File: src/hep_pkg.sv
// Shared constants and types for the hull edge pivot select block.
package hep_pkg;

    localparam int COORD_BITS_DEF = 14;
    localparam int INDEX_BITS_DEF = 12;
    localparam int BAND_BITS      = 48;
    localparam int CFG_DATA_BITS  = 48;
    localparam int CFG_INDEX_BITS = 3;
    localparam int QUEUE_DEPTH    = 2;

    // Configuration register indexes
    typedef enum logic [CFG_INDEX_BITS-1:0] {
        REG_EDGE_START_X = 3'd0,
        REG_EDGE_START_Y = 3'd1,
        REG_EDGE_START_Z = 3'd2,
        REG_EDGE_END_X   = 3'd3,
        REG_EDGE_END_Y   = 3'd4,
        REG_EDGE_END_Z   = 3'd5,
        REG_FLAT_BAND    = 3'd6
    } cfg_reg_t;

    // Run position of a queued candidate, set by the front end
    typedef struct packed {
        logic run_first;
        logic run_last;
    } item_tag_t;

endpackage

File: src/hep_front.sv
// Front end: accepts candidates, tags run position and forms the offsets from the edge start.
module hep_front #(
    parameter int COORD_BITS = hep_pkg::COORD_BITS_DEF,
    parameter int INDEX_BITS = hep_pkg::INDEX_BITS_DEF
) (
    input  logic                          aclk,
    input  logic                          aresetn,
    input  logic                          s_valid,
    output logic                          s_ready,
    input  logic signed [COORD_BITS-1:0]  s_cand_x,
    input  logic signed [COORD_BITS-1:0]  s_cand_y,
    input  logic signed [COORD_BITS-1:0]  s_cand_z,
    input  logic [INDEX_BITS-1:0]         s_cand_index,
    input  logic                          s_run_last,
    input  logic signed [COORD_BITS-1:0]  cfg_start_x,
    input  logic signed [COORD_BITS-1:0]  cfg_start_y,
    input  logic signed [COORD_BITS-1:0]  cfg_start_z,
    input  logic                          q_full,
    output logic                          q_push,
    output hep_pkg::item_tag_t            q_tag,
    output logic [INDEX_BITS-1:0]         q_index,
    output logic signed [COORD_BITS-1:0]  q_cand_x,
    output logic signed [COORD_BITS-1:0]  q_cand_y,
    output logic signed [COORD_BITS-1:0]  q_cand_z,
    output logic signed [COORD_BITS:0]    q_dx,
    output logic signed [COORD_BITS:0]    q_dy,
    output logic signed [COORD_BITS:0]    q_dz
);
    import hep_pkg::*;

    logic run_open_reg;
    logic run_open_next;

    // Take a transfer whenever the queue has room
    assign s_ready = !q_full;
    assign q_push  = s_valid && !q_full;

    // Classify: the first candidate after a closed run opens a new one
    assign q_tag.run_first = !run_open_reg;
    assign q_tag.run_last  = s_run_last;

    assign q_index  = s_cand_index;
    assign q_cand_x = s_cand_x;
    assign q_cand_y = s_cand_y;
    assign q_cand_z = s_cand_z;

    // Offset of the candidate from the edge start
    assign q_dx = {s_cand_x[COORD_BITS-1], s_cand_x} - {cfg_start_x[COORD_BITS-1], cfg_start_x};
    assign q_dy = {s_cand_y[COORD_BITS-1], s_cand_y} - {cfg_start_y[COORD_BITS-1], cfg_start_y};
    assign q_dz = {s_cand_z[COORD_BITS-1], s_cand_z} - {cfg_start_z[COORD_BITS-1], cfg_start_z};

    always_comb begin
        run_open_next = run_open_reg;
        if (q_push) begin
            run_open_next = !s_run_last;
        end
    end

    always_ff @(posedge aclk) begin
        if (!aresetn) begin
            run_open_reg <= 1'b0;
        end else begin
            run_open_reg <= run_open_next;
        end
    end

endmodule

File: config.mk
export PLATFORM = sky130hd
export DESIGN_NAME = hep_front
export DESIGN_NICKNAME = d
export VERILOG_FILES = /design/src/hep_pkg.sv /design/src/hep_front.sv
export SDC_FILE = /design/constraint.sdc
export NUM_CORES = 1
export LEC_CHECK = 0
export ABC_AREA = 1
export BUFFER_PORTS_ARGS = -buffer_cell sky130_fd_sc_hd__buf_2
export CAP_MARGIN = 20
export CORE_AREA = 2 2 104 86
export DETAILED_ROUTE_END_ITERATION = 10
export DIE_AREA = 0 0 106 88
export PLACE_DENSITY = 0.75
export SETUP_SLACK_MARGIN = 0.2
export SKIP_CTS_REPAIR_TIMING = 1
export SYNTH_ARGS = -nofsm -noshare
export SYNTH_HDL_FRONTEND = slang
export SYNTH_SLANG_ARGS = --single-unit
File: constraint.sdc
create_clock -name aclk -period 1.2 [get_ports aclk]
set_input_delay 0.06 -clock aclk [delete_from_list [all_inputs] [get_ports aclk]]
set_output_delay 0.06 -clock aclk [all_outputs]
set_load 0.05 [all_outputs]
# [Yosys cells after proc, flatten, opt, wreduce, memory -nomap -nowiden]
# Index checks and enable logic that the tools add are counted.
[classes] addsub=3 n_reduce_logical=4
[ops] cell="14-bit by 14-bit subtractor with 15-bit output" count=3
[ops] cell="1-bit zero test" count=3
[ops] cell="1-bit logical AND" count=1
[word_totals] register_bits=1 output_inout_bits=103 in_bits=101 elab_cells=8

# [Depth between registers and ports, before layout]
[logic_depth] ltp_word=2 mapped_depth=10 mapped_depth_nobuf=10

# [Least setup slack after synthesis]
# OpenSTA, ideal clock, no wires.
[synth_path] path_kind="input port to output port" startpoint="in s_cand_z[0]" endpoint="out q_dz[6]" setup_slack_ps=-574 path_buffers=0 cell_stages=7 t_arrival_ps=1714 required_time_ps=1140 path_cell_list="inv_1 ha_1 fa_1 inv_1 nand2_1 nand3_2 xor2_1"
[synth_via] elab_chain_cells=1
[synth_rtl] element="from (decl)" line="hep_front.sv:12" rtl="input logic signed [COORD_BITS-1:0] s_cand_z,"
[synth_rtl] element="14-bit by 14-bit subtractor with 15-bit output" line="hep_front.sv:50" rtl="assign q_dz = {s_cand_z[COORD_BITS-1], s_cand_z} - {cfg_start_z[COORD_BITS-1], cfg_start_z};"
[synth_rtl] element="to (decl)" line="hep_front.sv:27" rtl="output logic signed [COORD_BITS:0] q_dz"
# Every way passes these cells.

# [Worst setup path in the final report]
[layout_path] startpoint="in cfg_start_y[6]" endpoint="out q_dy[14]"
[layout_via] elab_chain_cells=1
[layout_rtl] element="from (decl)" line="hep_front.sv:16" rtl="input logic signed [COORD_BITS-1:0] cfg_start_y,"
[layout_rtl] element="14-bit by 14-bit subtractor with 15-bit output" line="hep_front.sv:49" rtl="assign q_dy = {s_cand_y[COORD_BITS-1], s_cand_y} - {cfg_start_y[COORD_BITS-1], cfg_start_y};"
[layout_rtl] element="to (decl)" line="hep_front.sv:26" rtl="output logic signed [COORD_BITS:0] q_dy,"
# Every way passes these cells.

==> results.cfg <==
[timing]
period_share_pct = 132
fin_ws_ps = -389
fin_tns_setup_ps = -6580
slew_viol_final = 0
finalSetupViolCount = 38
skew_ps = 0
tightest_slew_ps = 316
finalHoldViolations = 0
fmax_mhz = 629
period_needed_ps = 1590
maxSlewHeadroom_pct = 78.8
rsz0062_at_grt = true

[synthesis]
synth.cell_area_um2 = 3290
postSynthAreaPerCell_um2 = 5.30
synth_cell_type_count = 21
seq_area_frac_synth_pct = 0.609
syn-num-nets = 766
synthCells = 620
yosysWarnings = 0
ys_seq_elements = 1

[die]
die_width_um = 106
fp.dieH_um = 88
pin_count = 204
core-area_um2 = 8300
fp-row-count = 30
dieArea_um2 = 9330
start_util_pct = 39.6

[outcome]
violations = negative setup slack
outcome = complete, but fails checks

[global_routing]
grt_max_degree = 6
grt_pass1_wl_um = 15900
grt-ovfl-total = 0
antenna_found_initial = 0
grt_usage_pct = 20.2
grt_pass1_vias = 3852

[critical_path]
critPathRequiredTime_ps = 1140
slowest_delay_ps = 300
crit_path_start = cfg_start_y[6]
crit_path_end_kind = primary output
path_max_fanout = 4
cpMaxStageDelayCell = ha_4
crit_family = simple AND/OR/NAND/NOR gates
path_cells = buf_6 > inv_4 > ha_4 > nand2_1 > inv_1 > nand2_1 > nor3_2 > nand2_4 > nand2_2 > nand2_2 > nand2_4 > buf_8
rr_startpoint = run_open_reg
cp_data_arrival_time_ps = 1530
criticalPathCategory = in -> out
path_buf_inv = 4
r2r_slack_ps = 610
setup.worst_path.start_class = primary input

[finish]
layout_commonest_cell = inv_1
syn_to_final_growth_pct = 111
fill_cells = 451
final_cell_mix = inv_1 (103), nand2_2 (94), buf_2 (93)
n_antenna_cell = 0
layout-drive-gt1-share_pct = 70.3
final_nets = 950
largest_reg_flops = 1
fin_area_um2 = 6940

[min_path]
hold_start = s_cand_index[10]
hold_path.class = in -> out

[routing]
vias_per_cell = 4.95
routed_wl_um = 14000
dr_total_vias = 4524
wl_per_cell_um = 15.3
postRouteAntennaNets = 0
dr.pass1.iters = 5
drc = 0
drt_iter0_markers = 134

[pwr]
pwr_density_cell_nw_per_um2 = 821
power_leakage_uw = 0.00369
ir_drop_mv = 0.593
total_power_uw = 5700

[flow_run]
maxCapViolCount = 0

[placement]
hpwl_um = 8990
place_area_um2 = 5450
port_buffers = 179
gp_congestion = 0.877

[clocking]
clkLatencyLatePin_ps = 0
==> cell type report <==
| class | instances | area [um^2] | share of cell area [%] |
|---|---|---|---|
| well taps | 112 | 140 | 2.02 |
| flip-flops and latches | 1 | 20.0 | 0.288 |
| multi-input cells | 402 | 4020 | 57.9 |
| repair buffers | 237 | 2060 | 29.6 |
| inverters | 162 | 703 | 10.1 |
==> power breakdown <==
| part | switching, uW | internal, uW |
|---|---|---|
| sequential | 0.993 | 36.2 |
| clock | 0 | 0 |
| combinational | 3350 | 2310 |
==> layer usage <==
metal	up-vias	share of wire, %	global-route usage [%]
met5	-	0	0
met4	0	3.6	1.44
met3	48	5.2	1.26
met2	216	57	42.3
met1	2119	34	23.4
li1	2141	-	-
==> synthesized netlist by cell type <==
master / n / share of area [%]
nand2_1: 222 / 25
inv_1: 162 / 19
buf_4: 55 / 13
ha_1: 42 / 16
nor2_1: 33 / 3.8
nand3_1: 27 / 4.1
a21oi_1: 16 / 2.4
xor2_1: 12 / 3.2
nand3_2: 9 / 2.7
nand4_1: 9 / 1.7
nand2_2: 7 / 1.3
xnor2_1: 6 / 1.6
nor3_2: 5 / 1.5
and2_1: 3 / 0.57
fa_1: 3 / 1.8
nor2_2: 3 / 0.57
o21bai_2: 2 / 0.69
dfxtp_1: 1 / 0.61
nor3_1: 1 / 0.15
o21ai_0: 1 / 0.15
o21bai_4: 1 / 0.57
==> logic make-up (layout without fill, tap and decap cells) <==
logic type	count (synthesis)	in the layout	synth area share [%]
and+or+nand+nor	319	319	41.9
xor gates and xnor gates	18	18	4.80
AOI/OAI and AO/OA	20	20	3.85
buffers and inverters	217	399	31.1
adders and majority gates	45	45	17.8
DFF	1	1	0.609
==> worst paths after layout <==
check / end / depth (start not counted)
max: q_dy[14] / 12
min: q_index[10] / 0
max reg2reg: run_open_reg / 2
min reg2reg: run_open_reg / 2
==> metrics by stage <==
stage / cells / util (%) / worst slack (ps) / hold slack (ps)
3_3_place_gp: 905 / 65.7 / -389 / 120
5_1_grt: 914 / 83.7 / -442 / 120
4_1_cts: 905 / 65.7 / -449 / 120
3_5_place_dp: 905 / 65.7 / -442 / 120
6_report: 914 / 83.7 / -389 / 120
2_1_floorplan: 620 / - / -85.5 / 150
Power figures use the tool's default switching activity.
