**config.mk**
```make
export PLATFORM = sky130hd
export DESIGN_NAME = hep_queue
export DESIGN_NICKNAME = d
export VERILOG_FILES = /design/src/hep_pkg.sv /design/src/hep_queue.sv
export SDC_FILE = /design/constraint.sdc
export NUM_CORES = 1
export LEC_CHECK = 0
export BUFFER_PORTS_ARGS = -buffer_cell sky130_fd_sc_hd__buf_4
export CORE_UTILIZATION = 44
export DETAILED_ROUTE_END_ITERATION = 12
export PLACE_DENSITY = 0.72
export SETUP_SLACK_MARGIN = 0.05
export SYNTH_ARGS = -nofsm -noshare
export SYNTH_HDL_FRONTEND = slang
export SYNTH_SLANG_ARGS = --single-unit
```
**constraint.sdc**
```tcl
create_clock -name aclk -period 1.17 [get_ports aclk]
set_input_delay 0.234 -clock aclk [delete_from_list [all_inputs] [get_ports aclk]]
set_output_delay 0.234 -clock aclk [all_outputs]
set_load 0.005 [all_outputs]
```
**src/hep_pkg.sv**
```systemverilog
// Shared constants and types for the hull edge pivot select block.
package hep_pkg;

    localparam int COORD_BITS_DEF = 14;
    localparam int INDEX_BITS_DEF = 12;
    localparam int BAND_BITS      = 48;
    localparam int CFG_DATA_BITS  = 48;
    localparam int CFG_INDEX_BITS = 3;
    localparam int QUEUE_DEPTH    = 2;

    // Configuration register indexes
    typedef enum logic [CFG_INDEX_BITS-1:0] {
        REG_EDGE_START_X = 3'd0,
        REG_EDGE_START_Y = 3'd1,
        REG_EDGE_START_Z = 3'd2,
        REG_EDGE_END_X   = 3'd3,
        REG_EDGE_END_Y   = 3'd4,
        REG_EDGE_END_Z   = 3'd5,
        REG_FLAT_BAND    = 3'd6
    } cfg_reg_t;

    // Run position of a queued candidate, set by the front end
    typedef struct packed {
        logic run_first;
        logic run_last;
    } item_tag_t;

endpackage

```
**src/hep_queue.sv**
```systemverilog
// Short first-in first-out queue between the front end and the back end.
module hep_queue #(
    parameter int WIDTH = 8,
    parameter int DEPTH = hep_pkg::QUEUE_DEPTH
) (
    input  logic             aclk,
    input  logic             aresetn,
    input  logic             push,
    input  logic [WIDTH-1:0] push_data,
    output logic             full,
    input  logic             pop,
    output logic [WIDTH-1:0] head_data,
    output logic             head_valid
);
    import hep_pkg::*;

    localparam int PTR_W = (DEPTH > 1) ? $clog2(DEPTH) : 1;
    localparam int CNT_W = $clog2(DEPTH + 1);

    logic [WIDTH-1:0] slot_reg [DEPTH];
    logic [PTR_W-1:0] wr_ptr_reg, wr_ptr_next;
    logic [PTR_W-1:0] rd_ptr_reg, rd_ptr_next;
    logic [CNT_W-1:0] count_reg, count_next;

    assign full       = (count_reg == CNT_W'(DEPTH));
    assign head_valid = (count_reg != '0);
    assign head_data  = slot_reg[rd_ptr_reg];

    // Advance pointers with wrap and track the fill level
    always_comb begin
        wr_ptr_next = wr_ptr_reg;
        rd_ptr_next = rd_ptr_reg;
        count_next  = count_reg;
        if (push) begin
            wr_ptr_next = (wr_ptr_reg == PTR_W'(DEPTH - 1)) ? '0 : wr_ptr_reg + 1'b1;
        end
        if (pop) begin
            rd_ptr_next = (rd_ptr_reg == PTR_W'(DEPTH - 1)) ? '0 : rd_ptr_reg + 1'b1;
        end
        if (push && !pop) begin
            count_next = count_reg + 1'b1;
        end else if (pop && !push) begin
            count_next = count_reg - 1'b1;
        end
    end

    always_ff @(posedge aclk) begin
        if (!aresetn) begin
            wr_ptr_reg <= '0;
            rd_ptr_reg <= '0;
            count_reg  <= '0;
        end else begin
            wr_ptr_reg <= wr_ptr_next;
            rd_ptr_reg <= rd_ptr_next;
            count_reg  <= count_next;
        end
    end

    // Store the incoming entry
    always_ff @(posedge aclk) begin
        if (push) begin
            slot_reg[wr_ptr_reg] <= push_data;
        end
    end

    a_no_push_when_full: assert property (@(posedge aclk) disable iff (!aresetn)
        full |-> !push)
        else $error("queue written while full");

    a_no_pop_when_empty: assert property (@(posedge aclk) disable iff (!aresetn)
        pop |-> head_valid)
        else $error("queue read while empty");

    a_count_grows: assert property (@(posedge aclk) disable iff (!aresetn)
        (push && !pop) |=> count_reg == CNT_W'($past(count_reg) + 1'b1))
        else $error("queue fill level lost a write");

endmodule

```
# Word-level counts from Yosys, hierarchy flattened
# Memory sizes are Yosys's and may differ from the RTL's. A register that Yosys moved wholly into a read port is not among the register bits.
# Cells that the tools add are included.
# Widths: inputs -> output; s select.
[totals] mem_bits_rw=16 reg_bits=4 in_bits=12 output_inout_bits=10 n_memories=1
[memory_table] memory="slot_reg" depth=2 word_bits=8 rd=1 rd_clocked_by_memory_dff=1 write_ports=1 line_no="hep_queue.sv:20" text="logic [WIDTH-1:0] slot_reg [DEPTH];"
[classes] eq_ne=1 add_sub_neg=4 n_reduce_logical=6 n_mux=8
[ops] op="$mux 1" count=6
[ops] op="$mux 2" count=2
[ops] op="$reduce_bool 2->1" count=2
[ops] op="$add 1x1->1 const B" count=2
[ops] op="$add 2x1->2 const B" count=1
[ops] op="$eq 2x2->1 const B" count=1
[ops] op="$logic_and 1x1->1" count=2
[ops] op="$logic_not 1->1" count=2
[ops] op="$sub 2x1->2 const B" count=1

# Longest topological paths before layout
# Gate-level depths: netlist of the first run.
[logic_depth] ltp_word=4 mapped_depth=5 ltp_nobuf=5

# Least setup slack after synthesis of the first run
# Ideal clock, no wire load.
[synth_path] path_type="register -> register" start="register wr_ptr_reg" end="memory slot_reg[0][0], enable pin" slack_ps=66 path_buffers=0 arrival_ps=730 stages_incl_launch_ff=2 path_cell_list="dfxtp_1 -> nor2b_1"
[synth_rtl] element="from (decl)" line_no="hep_queue.sv:21" text="logic [PTR_W-1:0] wr_ptr_reg, wr_ptr_next;"
[synth_rtl] element="from (signal assigned)" line_no="hep_queue.sv:53" text="wr_ptr_reg <= wr_ptr_next;"
[synth_rtl] element="to (decl)" line_no="hep_queue.sv:20"
# Straight into the memory's write port.

==> results of run 1 <==
==> path summary, 6_finish.rpt <==
| path | from | endpoint | slack, ns | cells after the start |
|---|---|---|---|---|
| hold / removal | push_data[1] | slot_reg[1][1]$_DFFE_PP_ | 0.11 | 1 |
| setup / recovery | flop | head_data[2] | -0.25 | 3 |
| hold reg to reg | rd_ptr_reg$_SDFFE_PN0P_ | flop | 0.59 | 2 |
| setup reg to reg | count_reg[1]$_SDFFE_PN0P_ | count_reg[1]$_SDFFE_PN0P_ | 0.05 | 4 |
==> power by group through the flow <==
| stage | sequential, uW | combinational (uW) | clock [uW] |
|---|---|---|---|
| 5_1_grt | 881 | 367 | 371 |
| 6_report | 876 | 341 | 331 |
| 3_3_place_gp | 889 | 244 | 0 |
| 2_1_floorplan | 884 | 114 | 0 |
| 4_1_cts | 875 | 332 | 342 |
| 3_5_place_dp | 891 | 248 | 0 |
==> cell usage after synthesis <==
library cell	count	area share
a21boi_1	1	0.0094
and2_1	4	0.031
and2b_2	1	0.011
buf_2	1	0.0063
dfxtp_1	5	0.13
edfxtp_1	16	0.60
ha_1	1	0.016
inv_1	1	0.0047
mux2_2	8	0.11
nor2b_1	2	0.016
o21a_1	1	0.0094
o21ai_0	1	0.0063
or2_2	1	0.0079
or3_1	1	0.0079
xnor2_1	1	0.011
xor2_1	2	0.022
==> final cells by class <==
cell class / instances / area, sq um / area share
clock inverter: 1 / 5.00 / 0.00426
timing repair buffer: 32 / 289 / 0.246
inverter: 1 / 3.75 / 0.00319
clock buffer: 3 / 22.5 / 0.0191
multi-input combinational: 24 / 240 / 0.204
tap: 25 / 31.3 / 0.0266
sequential: 21 / 584 / 0.497
==> per-layer routing <==
layer  track usage  wire length [microns]  vias up
met5             0                      0        -
met4        0.0909                     13        0
met3        0.0245                     42        2
met2         0.224                    644       11
met1         0.181                    533      231
li1              -                      -      240
==> cells by family (layout without fill, tap and decap cells) <==
group / Yosys count / in the layout
flops: 21 / 21
simple gates: 9 / 9
mux: 8 / 8
compound gates: 3 / 3
xor+xnor: 3 / 3
buf+inv: 2 / 37
fa+ha+maj: 1 / 1
==> stage by stage <==
step	utilization	std cells
after floorplan	-	47
after global placement	0.610	100
after detailed placement	0.610	100
after CTS	0.682	106
after global routing	0.689	107
final	0.689	107
==> repair_timing <==
| item | 4_1_cts | 5_1_grt |
|---|---|---|
| pin swaps | 2 | 1 |
| buffers inserted | 2 | 1 |
| resized for setup | 24 | 1 |
| endpoints found under the setup margin | 10 | 11 |
==> critical path, cell delays in order (launching register included) <==
cell and delay (ns):
dfxtp_2 0.36, buf_6 0.12, mux2_4 0.31, buf_6 0.12
==> metrics.csv, run 1 <==
metric,value,unit
Final Cell Area,0.00118,sq mm
placed cell area,0.00104,sq mm
"commonest non-fill, non-tap cell in the layout",buf_4,
FMAX,703,MHz
gr ovfl total,0,
Antenna Violating Nets Remaining,0,
layout cells sized above 1,0.598,
H-tree depth,1,
Total Wirelength,1230,microns
setup TNS,-2.05,ns
die height,44.6,microns
Comb pwr share,0.220,
RSZ-0062 raised after global routing,true,
Worst slew margin,0.895,
CTS max path bufs,2,
Power Internal,1220,uW
Synth Cell Area,797,sq um
endpoints failing hold,0,
compound-cell area share of the yosys netlist,0.0251,
Post-Synth XOR/XNOR Area,0.0330,
Clock Tree Root,clkbuf_4,
number of antenna diodes,0,
fill count,124,
synthesized flop and latch total,21,
worst setup path class,reg -> out,
status,finished with violations,
Rows,15,
Placer Congestion,0.603,
yosys warns,0,
max reg flops,16,
period utilization,1.22,
CTS Buf Count,3,
final setup vio count,10,
Post-Syn Instances,47,
peak fanout along the critical path,4,
sequential area share after synthesis,0.728,
final net count,96,
die area,0.00199,sq mm
Worst Hold Class,in -> reg,
first-pass GRT wire length,1930,microns
Max Cap Viol,0,
worst-margin pin slew,0.157,ns
total core area,0.00171,sq mm
total power,1550,uW
CTS tree,built,
CTS sink cnt,21,
number of global-route vias before repair,446,
crit end category,primary output,
GRT Total Usage,0.142,
Sw Ratio,0.215,
post-DR vias/cell,4.52,
worst skew pair latency,0.29,ns
Die W,44.6,microns
most frequent cells in the layout,"buf_4, edfxtp_1, buf_6",
"IR drop worst, VDD",0.858,mV
Crit path required time,0.94,ns
Initial Util,0.467,
First-pass DRT Iterations,3,
port buffer count,21,
"Reg clk slew, reported paths",0.11,ns
fin crit period,1.42,ns
DR WL/cell,11.5,microns
Synth Area in Adders,0.0157,
Pins Over Slew Limit,0,
largest net degree at the start of global routing,13,
Post-CTS Hold Buffers,0,
Hold Slack,0.112,ns
Leakage,0.000502,uW
initial antenna violation count,0,
Ports,22,
main combinational cell family by area after synthesis,multiplexers,
post-synthesis mux area share,0.113,
Seq pwr share,0.566,
Synth cell types,16,
crit path launch type,flop,
clock power share,0.214,
Setup WS pre-CTS,-0.0338,ns
syn_area_per_cell,17.0,sq um
setup ws final,-0.253,ns
power per standard cell area,1320,mW/mm^2
Max Clock Skew,0.00821,ns
failing checks,negative setup slack,
Area Growth Syn to Fin,47.6,%
Psw,332,uW
initial DRC count,4,
DRC viols,0,
vias post-DR,484,
Mapped Nets,60,
CP Data Arrival Time,1.19,ns
Synth Area in Simple Gates,0.0738,
Note: power is estimated with default switching activity, not from simulation.
==> run 2, diff against run 1 <==
--- a/config.mk
+++ b/config.mk
@@ -6,9 +6,9 @@
 export NUM_CORES = 1
 export LEC_CHECK = 0
 export BUFFER_PORTS_ARGS = -buffer_cell sky130_fd_sc_hd__buf_4
-export CORE_UTILIZATION = 44
+export CORE_UTILIZATION = 48
 export DETAILED_ROUTE_END_ITERATION = 12
-export PLACE_DENSITY = 0.72
+export PLACE_DENSITY = 0.78
 export SETUP_SLACK_MARGIN = 0.05
 export SYNTH_ARGS = -nofsm -noshare
 export SYNTH_HDL_FRONTEND = slang
==> constraint.sdc (replaced) <==
create_clock -name aclk -period 1.6 [get_ports aclk]
set_input_delay 0.32 -clock aclk [delete_from_list [all_inputs] [get_ports aclk]]
set_output_delay 0.32 -clock aclk [all_outputs]
set_load 0.005 [all_outputs]
==> run 2 against run 1 <==
Clock skew shrank 0.0061 ns. Via count shrank 12%. Sequential power down 26%. Non-clock buffer count is 9 lower. Core utilization decreased by 2.3 points. Critical path depth fell by 1. Largest power group unchanged. Die area is 8.0% lower. The run now ends clean. Largest cell class unchanged. Clock-buffer cell count up 1. First-iteration DRC count is 50% lower.
==> metrics.csv, run 2 (synthesis gave the netlist of run 1 again) <==
metric,value,unit
Max Clock Skew,0.00215,ns
CTS Buf Count,3,
Final Cell Area,0.00101,sq mm
Util after Layout,0.666,
Antenna Violating Nets Remaining,0,
status,finished clean,
fill count,119,
DR WL/cell,12.5,microns
first-pass GRT wire length,1880,microns
post-DR vias/cell,4.81,
"commonest non-fill, non-tap cell in the layout",buf_4,
most frequent cells in the layout,"buf_4, edfxtp_1, mux2_2",
"Reg clk slew, reported paths",0.10,ns
setup TNS,0,ns
largest net degree at the start of global routing,12,
Crit path required time,1.28,ns
Rows,14,
RSZ-0062 raised after global routing,true,
placed cell area,985,sq um
port buffer count,21,
initial antenna violation count,0,
CP Data Arrival Time,1.18,ns
Worst Hold Class,in -> reg,
number of global-route vias before repair,438,
Final Instance Count excl. Fillers,89,
crit end category,primary output,
initial DRC count,2,
placed cells,85,
Worst path slowest cell,dfxtp_4,
CTS max path bufs,2,
H-tree depth,1,
"Cell Chain, Critical Path",mux2_2 -> buf_4,
Post-CTS Hold Buffers,0,
CTS tree,built,
crit path launch type,flop,
Max Cap Viol,0,
endpoints failing hold,0,
worst skew pair latency,0.28,ns
Total Wirelength,1110,microns
total core area,0.00152,sq mm
max reg flops,16,
Placer Congestion,0.699,
die area,0.00183,sq mm
Worst slew margin,0.750,
power per standard cell area,1020,mW/mm^2
gr ovfl total,0,
DRC viols,0,
Max stage delay on crit path,0.42,ns
Area Growth Syn to Fin,27.3,%
layout cells sized above 1,0.507,
Die W,42.8,microns
Pins Over Slew Limit,0,
worst setup path class,reg -> out,
GRT Total Usage,0.139,
final net count,87,
Hold Slack,0.220,ns
die height,42.8,microns
fin crit period,1.50,ns
FMAX,665,MHz
setup bufs post-CTS,0,
period utilization,0.940,
dpl hpwl,833,microns
First-pass DRT Iterations,3,
worst-margin pin slew,0.375,ns
final setup vio count,0,
peak fanout along the critical path,8,
Initial Util,0.523,
Clock Tree Root,clkbuf_4,
CTS sink cnt,21,
Ports,22,
vias post-DR,428,
reg2reg setup slack,0.53,ns
"IR drop worst, VDD",0.801,mV
number of antenna diodes,0,
Leakage,0.000409,uW
[run 2: changes by cell type in the layout (fill, tap and decap cells not counted)]
| cell | previous run | this run |
|---|---|---|
| buf_6 | 13 | 0 |
| mux2_2 | 0 | 8 |
| mux2_4 | 8 | 0 |
| buf_4 | 19 | 23 |
| dfxtp_2 | 3 | 0 |
| dfxtp_1 | 2 | 4 |
| clkbuf_1 | 0 | 1 |
| clkinv_2 | 1 | 0 |
| dfxtp_4 | 0 | 1 |
| or2_2 | 0 | 1 |
| or2_4 | 1 | 0 |
[run 2: worst paths after layout]
kind	startpoint	endpoint	cells after the start
setup reg to reg	count_reg[0]$_SDFFE_PN0P_	count_reg[1]$_SDFFE_PN0P_	3
setup / recovery	flop	head_data[2]	2
hold reg to reg	count_reg[1]$_SDFFE_PN0P_	count_reg[1]$_SDFFE_PN0P_	2
hold / removal	push_data[1]	slot_reg[0][1]$_DFFE_PP_	1
[run 2: routing by layer]
layer,vias up,part of all wire,global-route usage
li1,223,-,-
met1,195,0.46,0.191
met2,8,0.49,0.224
met3,2,0.041,0.0298
met4,0,0.0054,0.0375
met5,-,0,0
[run 2: cell type report]
cell class	instances	area [sq um]	share of cell area
Sequential cell	21	584	0.576
Multi-Input combinational cell	24	208	0.205
Timing Repair Buffer	23	173	0.170
Clock buffer	4	26.3	0.0259
Tap cell	16	20.0	0.0197
Inverter	1	3.75	0.00370
[run 2: critical path, delay by kind of cell (launching register included)]
family	cells	cell delay [ns]
flops	1	0.42
mux	1	0.35
buf+inv	1	0.13
[run 2: report_power, final]
| part | switching [uW] | total [uW] | leakage (uW) | internal (uW) |
|---|---|---|---|---|
| Clock | 132 | 228 | 0.0000150 | 96.5 |
| Sequential | 21.5 | 646 | 0.000192 | 624 |
| Combinational | 53.6 | 158 | 0.000201 | 104 |
[run 2: what timing repair did]
action	4_1_cts	5_1_grt
setup endpoints to repair	8	1
cloned	0	0
gates resized for setup	2	0
[run 2: stage by stage]
step | worst slack (ns) | total power, uW
detailed placement | 0.223 | 818
global route | 0.0479 | 1080
global placement | 0.249 | 811
floorplan | 0.435 | 730
finish | 0.0959 | 1030
CTS | 0.0771 | 1050
==> run 3, diff against run 2 <==
--- a/config.mk
+++ b/config.mk
@@ -9,7 +9,9 @@
 export CORE_UTILIZATION = 48
 export DETAILED_ROUTE_END_ITERATION = 12
 export PLACE_DENSITY = 0.78
+export REMOVE_ABC_BUFFERS = 1
 export SETUP_SLACK_MARGIN = 0.05
+export SKIP_CTS_REPAIR_TIMING = 1
 export SYNTH_ARGS = -nofsm -noshare
 export SYNTH_HDL_FRONTEND = slang
 export SYNTH_SLANG_ARGS = --single-unit
==> run 3 against run 2 <==
Combinational power about the same. Clock-buffer cell count unchanged. Sequential share of layout area up 0.43 points. Largest cell class unchanged. Die area unchanged. Critical path depth unchanged. Via count up 2.3%. Fmax down 0.48%. Wire length up 6.9%. First-iteration DRC count up 50%. Clock power up 4%. Worst setup slack worse by 0.0073 ns. Power up 0.73%. Largest power group unchanged.
==> metrics.csv, run 3 (synthesis gave the netlist of run 1 again) <==
metric,value,unit
endpoints failing hold,0,
Pins Over Slew Limit,0,
period utilization,0.945,
dpl hpwl,897,microns
"Cell Chain, Critical Path",mux2_2 -> buf_4,
number of antenna diodes,0,
DRC viols,0,
Ports,22,
gr ovfl total,0,
most frequent cells in the layout,"buf_4, edfxtp_1, mux2_2",
"commonest non-fill, non-tap cell in the layout",buf_4,
status,finished clean,
crit path launch type,flop,
"Reg clk slew, reported paths",0.10,ns
Crit path buffers/inverters,1,
FMAX,662,MHz
H-tree depth,1,
CTS max path bufs,2,
Worst Hold Class,in -> reg,
number of global-route vias before repair,465,
Max Clock Skew,0.00109,ns
CTS tree,built,
Worst Hold Launch,push_data[6],
largest net degree at the start of global routing,12,
Placer Congestion,0.676,
worst reg2reg path startpoint,count_reg[0]$_SDFFE_PN0P_,
DR WL/cell,13.5,microns
worst-margin pin slew,0.376,ns
layout cells sized above 1,0.500,
Final Cell Area,0.00101,sq mm
final net count,86,
Hold Slack,0.207,ns
Leakage,0.000404,uW
total power,1040,uW
setup TNS,0,ns
"IR drop worst, VDD",0.617,mV
CP top delay family,flip-flops,
final setup vio count,0,
first-pass GRT wire length,2130,microns
total core area,0.00152,sq mm
Worst slew margin,0.749,
initial antenna violation count,0,
die area,0.00183,sq mm
Max stage delay on crit path,0.41,ns
Clock Tree Root,clkbuf_4,
fin crit period,1.51,ns
Max Cap Viol,0,
First-pass DRT Iterations,2,
crit end category,primary output,
Worst path slowest cell,dfxtp_4,
CTS sink cnt,21,
port buffer count,21,
CP Data Arrival Time,1.19,ns
Rows,14,
RSZ-0062 raised after global routing,true,
CTS Buf Count,3,
die height,42.8,microns
Antenna Violating Nets Remaining,0,
Area Growth Syn to Fin,26.4,%
Die W,42.8,microns
peak fanout along the critical path,8,
GRT Total Usage,0.166,
power per standard cell area,1030,mW/mm^2
max reg flops,16,
Crit path required time,1.28,ns
post-DR vias/cell,4.98,
placed cell area,977,sq um
vias post-DR,438,
initial DRC count,3,
worst skew pair latency,0.29,ns
worst setup path class,reg -> out,
Total Wirelength,1190,microns
Initial Util,0.523,
## run 3: changes by cell type in the layout (fill, tap and decap cells not counted), sizes merged
cell,before,now
buf,23,22
## run 3: worst reg2reg max path, stage by stage, from the launching register on
cell,delay (ns)
dfxtp_1,0.36
xor2_1,0.18
or3_1,0.32
a21boi_1,0.14
## run 3: where the power goes
| part | switching, uW | internal (uW) | total (uW) |
|---|---|---|---|
| clock network | 140 | 96.8 | 237 |
| logic | 55.2 | 102 | 157 |
| registers | 20.7 | 624 | 645 |
| total | 216 | 823 | 1040 |
## run 3: routing by layer
| metal | wire, microns | global-route usage |
|---|---|---|
| met3 | 42 | 0.0426 |
| met5 | 0 | 0 |
| met1 | 495 | 0.199 |
| met2 | 641 | 0.270 |
| met4 | 9 | 0.0938 |
## run 3: layout make-up
cell class,instances,area [sq um]
fillers,121,517
clock buffers,4,26.3
repair buffers,22,165
inverters,1,3.75
well taps,16,20.0
multi-input cells,24,208
flip-flops and latches,21,584
## run 3: worst paths after layout
kind | to | slack [ns] | cells past startpoint
setup / recovery | head_data[6] | 0.09 | 2
hold / removal | slot_reg[0][6]$_DFFE_PP_ | 0.21 | 1
setup reg to reg | count_reg[1]$_SDFFE_PN0P_ | 0.55 | 3
hold reg to reg | count_reg[1]$_SDFFE_PN0P_ | 0.50 | 2
## run 3: stage by stage
stage                     setup WS [ns]   util  std cells
after floorplan                   0.435      -         46
after global routing             0.0395  0.661         88
after CTS                       -0.0820  0.658         88
after detailed placement          0.238  0.641         84
after global placement            0.253  0.641         84
final                            0.0886  0.661         88
